[src/rtl/fsfla_pkg.sv]
// shared types, widths and codes for the fixed slot free list allocator
package fsfla_pkg;

	localparam int DEF_MAX_SLOTS = 1024;

	localparam int SLOT_W   = 10;
	localparam int COUNT_W  = 11;
	localparam int BYTES_W  = 13;
	localparam int OFFSET_W = 22;
	localparam int STATUS_W = 2;
	localparam int CFG_W    = 13;
	localparam int REG_W    = 1;

	localparam logic [BYTES_W-1:0] MIN_BYTES = 13'd8;
	localparam logic [BYTES_W-1:0] MAX_BYTES = 13'd4096;

	localparam logic [REG_W-1:0] REG_SLOT_COUNT = 1'b0;
	localparam logic [REG_W-1:0] REG_SLOT_BYTES = 1'b1;

	localparam logic CMD_ALLOC = 1'b0;
	localparam logic CMD_FREE  = 1'b1;

	localparam logic [STATUS_W-1:0] STAT_OK    = 2'd0;
	localparam logic [STATUS_W-1:0] STAT_EMPTY = 2'd1;
	localparam logic [STATUS_W-1:0] STAT_RANGE = 2'd2;

	typedef struct packed {
		logic              command;
		logic [SLOT_W-1:0] free_slot;
	} item_t;

	typedef struct packed {
		logic [STATUS_W-1:0] status;
		logic [SLOT_W-1:0]   granted_slot;
		logic [OFFSET_W-1:0] granted_offset;
		logic [COUNT_W-1:0]  in_use;
		logic [COUNT_W-1:0]  available;
	} result_t;

	// controller to datapath
	typedef struct packed {
		logic load;
		logic exec;
		logic sweep;
	} ctl_t;

	// datapath to controller
	typedef struct packed {
		logic sweep_last;
	} stat_t;

endpackage

[src/rtl/fsfla_ctrl.sv]
// control state machine: idle, execute and list rebuild sweep
module fsfla_ctrl (
	input  logic                       clk,
	input  logic                       arst_n,
	input  logic                       start,
	input  logic                       cfg_we,
	input  logic [fsfla_pkg::REG_W-1:0] cfg_index,
	input  fsfla_pkg::stat_t           stat,
	output fsfla_pkg::ctl_t            ctl,
	output logic                       busy,
	output logic                       done
);

	localparam logic [1:0] S_IDLE  = 2'd0;
	localparam logic [1:0] S_EXEC  = 2'd1;
	localparam logic [1:0] S_SWEEP = 2'd2;

	logic [1:0] state_q;
	logic [1:0] state_nxt;
	logic       done_q;
	logic       count_wr;

	assign count_wr = cfg_we && (cfg_index == fsfla_pkg::REG_SLOT_COUNT);

	always_comb begin
		state_nxt = state_q;
		if (count_wr) begin
			state_nxt = S_SWEEP;
		end else begin
			case (state_q)
				S_IDLE: begin
					if (start) state_nxt = S_EXEC;
				end
				S_EXEC: begin
					state_nxt = S_IDLE;
				end
				S_SWEEP: begin
					if (stat.sweep_last) state_nxt = S_IDLE;
				end
				default: begin
					state_nxt = S_IDLE;
				end
			endcase
		end
	end

	always_ff @(posedge clk or negedge arst_n) begin
		if (!arst_n) begin
			state_q <= S_SWEEP;
			done_q  <= 1'b0;
		end else begin
			state_q <= state_nxt;
			done_q  <= (state_q == S_EXEC);
		end
	end

	assign busy      = (state_q != S_IDLE);
	assign done      = done_q;
	assign ctl.load  = (state_q == S_IDLE) && start;
	assign ctl.exec  = (state_q == S_EXEC);
	assign ctl.sweep = (state_q == S_SWEEP);

	// an accepted beat is executed in the next cycle unless a slot_count write arrives with it
	a_load_exec: assert property (@(posedge clk) disable iff (!arst_n)
		ctl.load && !count_wr |=> ctl.exec)
		else $error("accepted beat not executed");

	// the result strobe is never raised while an item is executing
	a_done_gap: assert property (@(posedge clk) disable iff (!arst_n)
		done_q |-> !ctl.exec)
		else $error("result strobe overlaps execution");

endmodule

[config.mk]
export PLATFORM = sky130hd
export DESIGN_NAME = fsfla_ctrl
export DESIGN_NICKNAME = d
export VERILOG_FILES = /design/src/rtl/fsfla_pkg.sv /design/src/rtl/fsfla_ctrl.sv
export SDC_FILE = /design/constraint.sdc
export NUM_CORES = 1
export LEC_CHECK = 0
export CORE_AREA = 2 2 39 41
export CTS_CLUSTER_DIAMETER = 60
export DETAILED_ROUTE_END_ITERATION = 7
export DIE_AREA = 0 0 41 43
export DONT_BUFFER_PORTS = 1
export PLACE_DENSITY = 0.3
export SKIP_LAST_GASP = 1
export SLEW_MARGIN = 20
export SYNTH_ARGS = -nofsm -noshare
export SYNTH_HDL_FRONTEND = slang
export SYNTH_SLANG_ARGS = --single-unit
[constraint.sdc]
create_clock -name clk -period 1.1 [get_ports clk]
set_input_delay 0.11 -clock clk [delete_from_list [all_inputs] [get_ports clk]]
set_output_delay 0.11 -clock clk [all_outputs]
set_load 0.1 [all_outputs]
[Word level (Yosys, flattened, before mapping)]
Cells that the tools add are included.
W data, S select, Z words.
Cells by class
  reduce and logical (&&, ||, !) cells: 5
  shift-type cells: 0
  eq/ne operators: 4
  multiplexer cells: 4
  divide/modulo/power cells: 0
  bitwise gates (word level): 1
  order comparisons: 0
  $mul: 0
  $add $sub $neg: 0
Operator list (number)
  $mux W2: 3
  $pmux W2 S2: 1
  $ne A3 B2 Y1 const B: 1
  $ne A3 B3 Y1 const B: 1
  $eq A2 B1 Y1 const B: 1
  $eq A2 B2 Y1 const B: 1
  $logic_and A1 B1 Y1: 2
  $logic_not A2 Y1: 1
  $reduce_and A2 Y1: 1
  $reduce_bool A2 Y1: 1
  $not A1 Y1: 1
Storage, ports and cells
  output and inout port bits: 5
  ROM bits: 0
  latch bits: 0
  flip-flop bits (word level): 3
  word-level logic and storage cells: 16
  memories kept: 0
  RAM bits: 0

[Logic depth before layout (Yosys ltp)]
  word-level depth: 4
  gate-level depth with buffers: 2
  mapped depth without buffers: 2

[Least setup slack after synthesis]
No wires, ideal clock.
  kind: reg2reg
  start point: register state_q[0]
  end point: register done_q, in the netlist done
  path buffers: 0
  data required time: 0.828 ns
  clock period less this slack: 2.018 ns
  stages on the path, launching flop included: 2
  data arrival time: 1.745 ns
  library setup time: 0.272 ns
  slack: -0.918 ns
  path through: dfrtp_1 -> nor2b_1
RTL lines
  start: declaration: line fsfla_ctrl.sv:18  | logic [1:0] state_q;
  start signal: assignment: line fsfla_ctrl.sv:52  | state_q <= state_nxt;
  end signal: assignment: line fsfla_ctrl.sv:53  | done_q <= (state_q == S_EXEC);
  end: declaration: line fsfla_ctrl.sv:20  | logic done_q;

==> impl_metrics.json <==
{
  "r2r_slack_ns": 0.12,
  "r2r-end": "state_q[1]$_DFFE_PN1P_",
  "outcome": "finished, violations left",
  "worstSetupPathType": "register to primary output",
  "critPathMaxFanout": 4,
  "crit_buf_inv": 2,
  "synth_nets": 17,
  "vias_per_cell": 2.85,
  "rows": 14,
  "start_kind": "register",
  "async_reset_ff_share_pct": 100,
  "routedWlPerCell_um": 8.03,
  "min_path_cells": 2,
  "synth.top_cells.by_count": "dfrtp_1 (2), nand2b_1 (2)",
  "worstPathCellList": "nand2b_4, clkinvlp_4, buf_12",
  "antenna_cells": 0,
  "io_pins": 11,
  "core_area_sq_um": 1380,
  "grt_pass1_wl_um": 517,
  "antenna_found_initial": 0,
  "start_util_pct": 9.31,
  "hold_viol_final": 0,
  "drt_iter0_markers": 0,
  "clockBufferDepth": 2,
  "rr_worst_depth": 3,
  "htreeDepth": 1,
  "synthesis.area_sq_um": 129,
  "die_w_um": 41,
  "fp.dieArea_sq_um": 1760,
  "cp_slowest_cell": "dfstp_2",
  "finalSetupViolCount": 4,
  "maxCapViolCount": 0,
  "ys_types": 9,
  "violations": "setup timing",
  "drv_slew": 0,
  "cts.clk_slew.worst_paths_ns": 0.04,
  "holdPathEnd": "state_q[1]$_DFFE_PN1P_",
  "area_growth_pct": 161,
  "tightest_slew_ns": 0.200,
  "drc": 0,
  "die_h_um": 43,
  "p_leak_nw": 0.136,
  "postRouteAntennaNets": 0,
  "drive_gt1_share_pct": 66.7,
  "gp_congestion": 0.563,
  "ir_worst_vdd_v": 0.000966,
  "gr-total-overflow": 0,
  "fin_ws_ns": -0.163,
  "grt_pass1_vias": 117,
  "cp-end-kind": "primary output",
  "grt_max_degree": 5,
  "synthCells": 11,
  "nets": 31,
  "port_buffers": 0,
  "clock-sinks": 3,
  "synth_ff_type": "dfrtp_1",
  "ctsRootBufferMaster": "clkbuf_4",
  "place_ws_ns": 0.0353,
  "synth-seq-cells": 3,
  "numCtsBuffers": 3,
  "vias": 114,
  "required_ns": 0.99,
  "synth.area.top_cells": "dfrtp_1 (39%), dfstp_2 (20%), nand2b_1 (9.7%)",
  "grt_use_total_pct": 5.23,
  "synth_largest_area_cell": "dfrtp_1",
  "min_period_ns": 1.26,
  "critPathTopFamily": "flip-flops",
  "rsz0062_at_grt": "true",
  "max_stage_delay_ns": 0.60,
  "arrival_ns": 1.15,
  "insertion_delay_ns": 0.23,
  "cts_tree": "done",
  "period_share_pct": 115,
  "power_density_nw_per_um2": 1740,
  "synth_edf_count": 0,
  "fillers": 142,
  "relSlewSlack_pct": 86.7,
  "timing.fmax_mhz": 792,
  "syn_avg_cell_area_sq_um": 11.7,
  "ys_seq_area_share_pct": 59.2,
  "fin_skew_ns": 0.00235,
  "min_from": "cfg_index",
  "worstHoldPathType": "input pin to register",
  "tns_ns": -0.512,
  "worst-path-stages": 3,
  "ys_warn_count": 0,
  "drt-total-wl_um": 321,
  "regToRegStartpoint": "state_q[1]$_DFFE_PN1P_",
  "synth_top_area_share_pct": 38.8,
  "first_pass_iters": 1
}
flip-flops by register name (all words and copies together), names as in the netlist:
signal and count:
state_q 2, done 1
layout by cell type (no fill, tap or decap):
cell type / Yosys / layout
and2_1: 1 / 1
buf_12: 0 / 5
buf_4: 0 / 1
clkbuf_1: 0 / 1
clkbuf_4: 0 / 3
clkinvlp_4: 0 / 1
dfrtp_1: 2 / 1
dfrtp_2: 0 / 1
dfstp_2: 1 / 1
dlygate4sd3_1: 0 / 3
nand2b_1: 2 / 1
nand2b_4: 0 / 1
nor2b_2: 0 / 1
nor3b_4: 0 / 1
o21ai_1: 1 / 1
or2_4: 0 / 1
metal layers:
layer | global-route usage (%) | vias up | share of wire, % | wire [um]
met2 | 5.31 | 11 | 37 | 119
met5 | 0 | - | 0 | 0
met1 | 5.16 | 43 | 47 | 151
met4 | 2.00 | 0 | 0 | 0
met3 | 8.38 | 0 | 16 | 50
li1 | - | 60 | - | -
worst register-to-register path: cells and delay by family, from the launching register on:
family / cells / cell delay [ns]
buffers and inverters: 1 / 0.13
AOI/OAI and AO/OA: 1 / 0.11
and+or+nand+nor: 1 / 0.08
DFF: 1 / 0.60
report_power, final:
| part | leakage, nW | switching, mW | internal (mW) |
|---|---|---|---|
| Combinational | 0.0855 | 0.156 | 0.0993 |
| Clock | 0.0150 | 0.0566 | 0.136 |
| Sequential | 0.0357 | 0.0142 | 0.123 |
area by class of cell:
| cell class | count | area, sq um | share of cell area [%] |
|---|---|---|---|
| clock buffer | 4 | 26.3 | 7.81 |
| inverter | 1 | 7.51 | 2.23 |
| multi-input combinational | 7 | 67.6 | 20.1 |
| sequential | 3 | 77.6 | 23.0 |
| tap | 16 | 20.0 | 5.95 |
| timing repair buffer | 9 | 138 | 40.9 |
worst max-delay path by stage:
stage / from / endpoint / slack, ns
after floorplan: state_q[0]$_DFFE_PN0P_ / state_q[0]$_DFFE_PN0P_ / -0.44
after global placement: state_q[1]$_DFFE_PN1P_ / ctl[0] / 0.05
after detailed placement: state_q[1]$_DFFE_PN1P_ / ctl[0] / 0.04
after CTS: state_q[1]$_DFFE_PN1P_ / ctl[0] / -0.17
after global routing: state_q[1]$_DFFE_PN1P_ / ctl[0] / -0.20
final: state_q[1]$_DFFE_PN1P_ / ctl[0] / -0.16
what timing repair did:
| item | in CTS | in global routing |
|---|---|---|
| endpoints found under the hold margin | 4 | 0 |
| pin swaps | 1 | 1 |
| hold buffers | 3 | 0 |
| gates resized for setup | 2 | 1 |
| buffers inserted | 1 | 0 |
| endpoints found under the setup margin | 4 | 4 |
kinds of logic after synthesis:
family | share of synthesized area [%]
compound gates | 3.88
buf+inv | 2.91
flops | 59.2
simple gates | 34.0
metrics by stage:
step                      cell area (sq um)  utilization [%]  total power, mW  std cells  hold WS, ns
after global routing                    337             24.3            0.612         40       0.0319
final                                   337             24.3            0.585         40       0.0285
after global placement                  262             18.9            0.367         32       -0.186
after floorplan                         141                -            0.285         11       -0.186
after detailed placement                262             18.9            0.369         32       -0.185
after CTS                               335             24.2            0.596         40       0.0229
(Power assumes the default switching activity.)
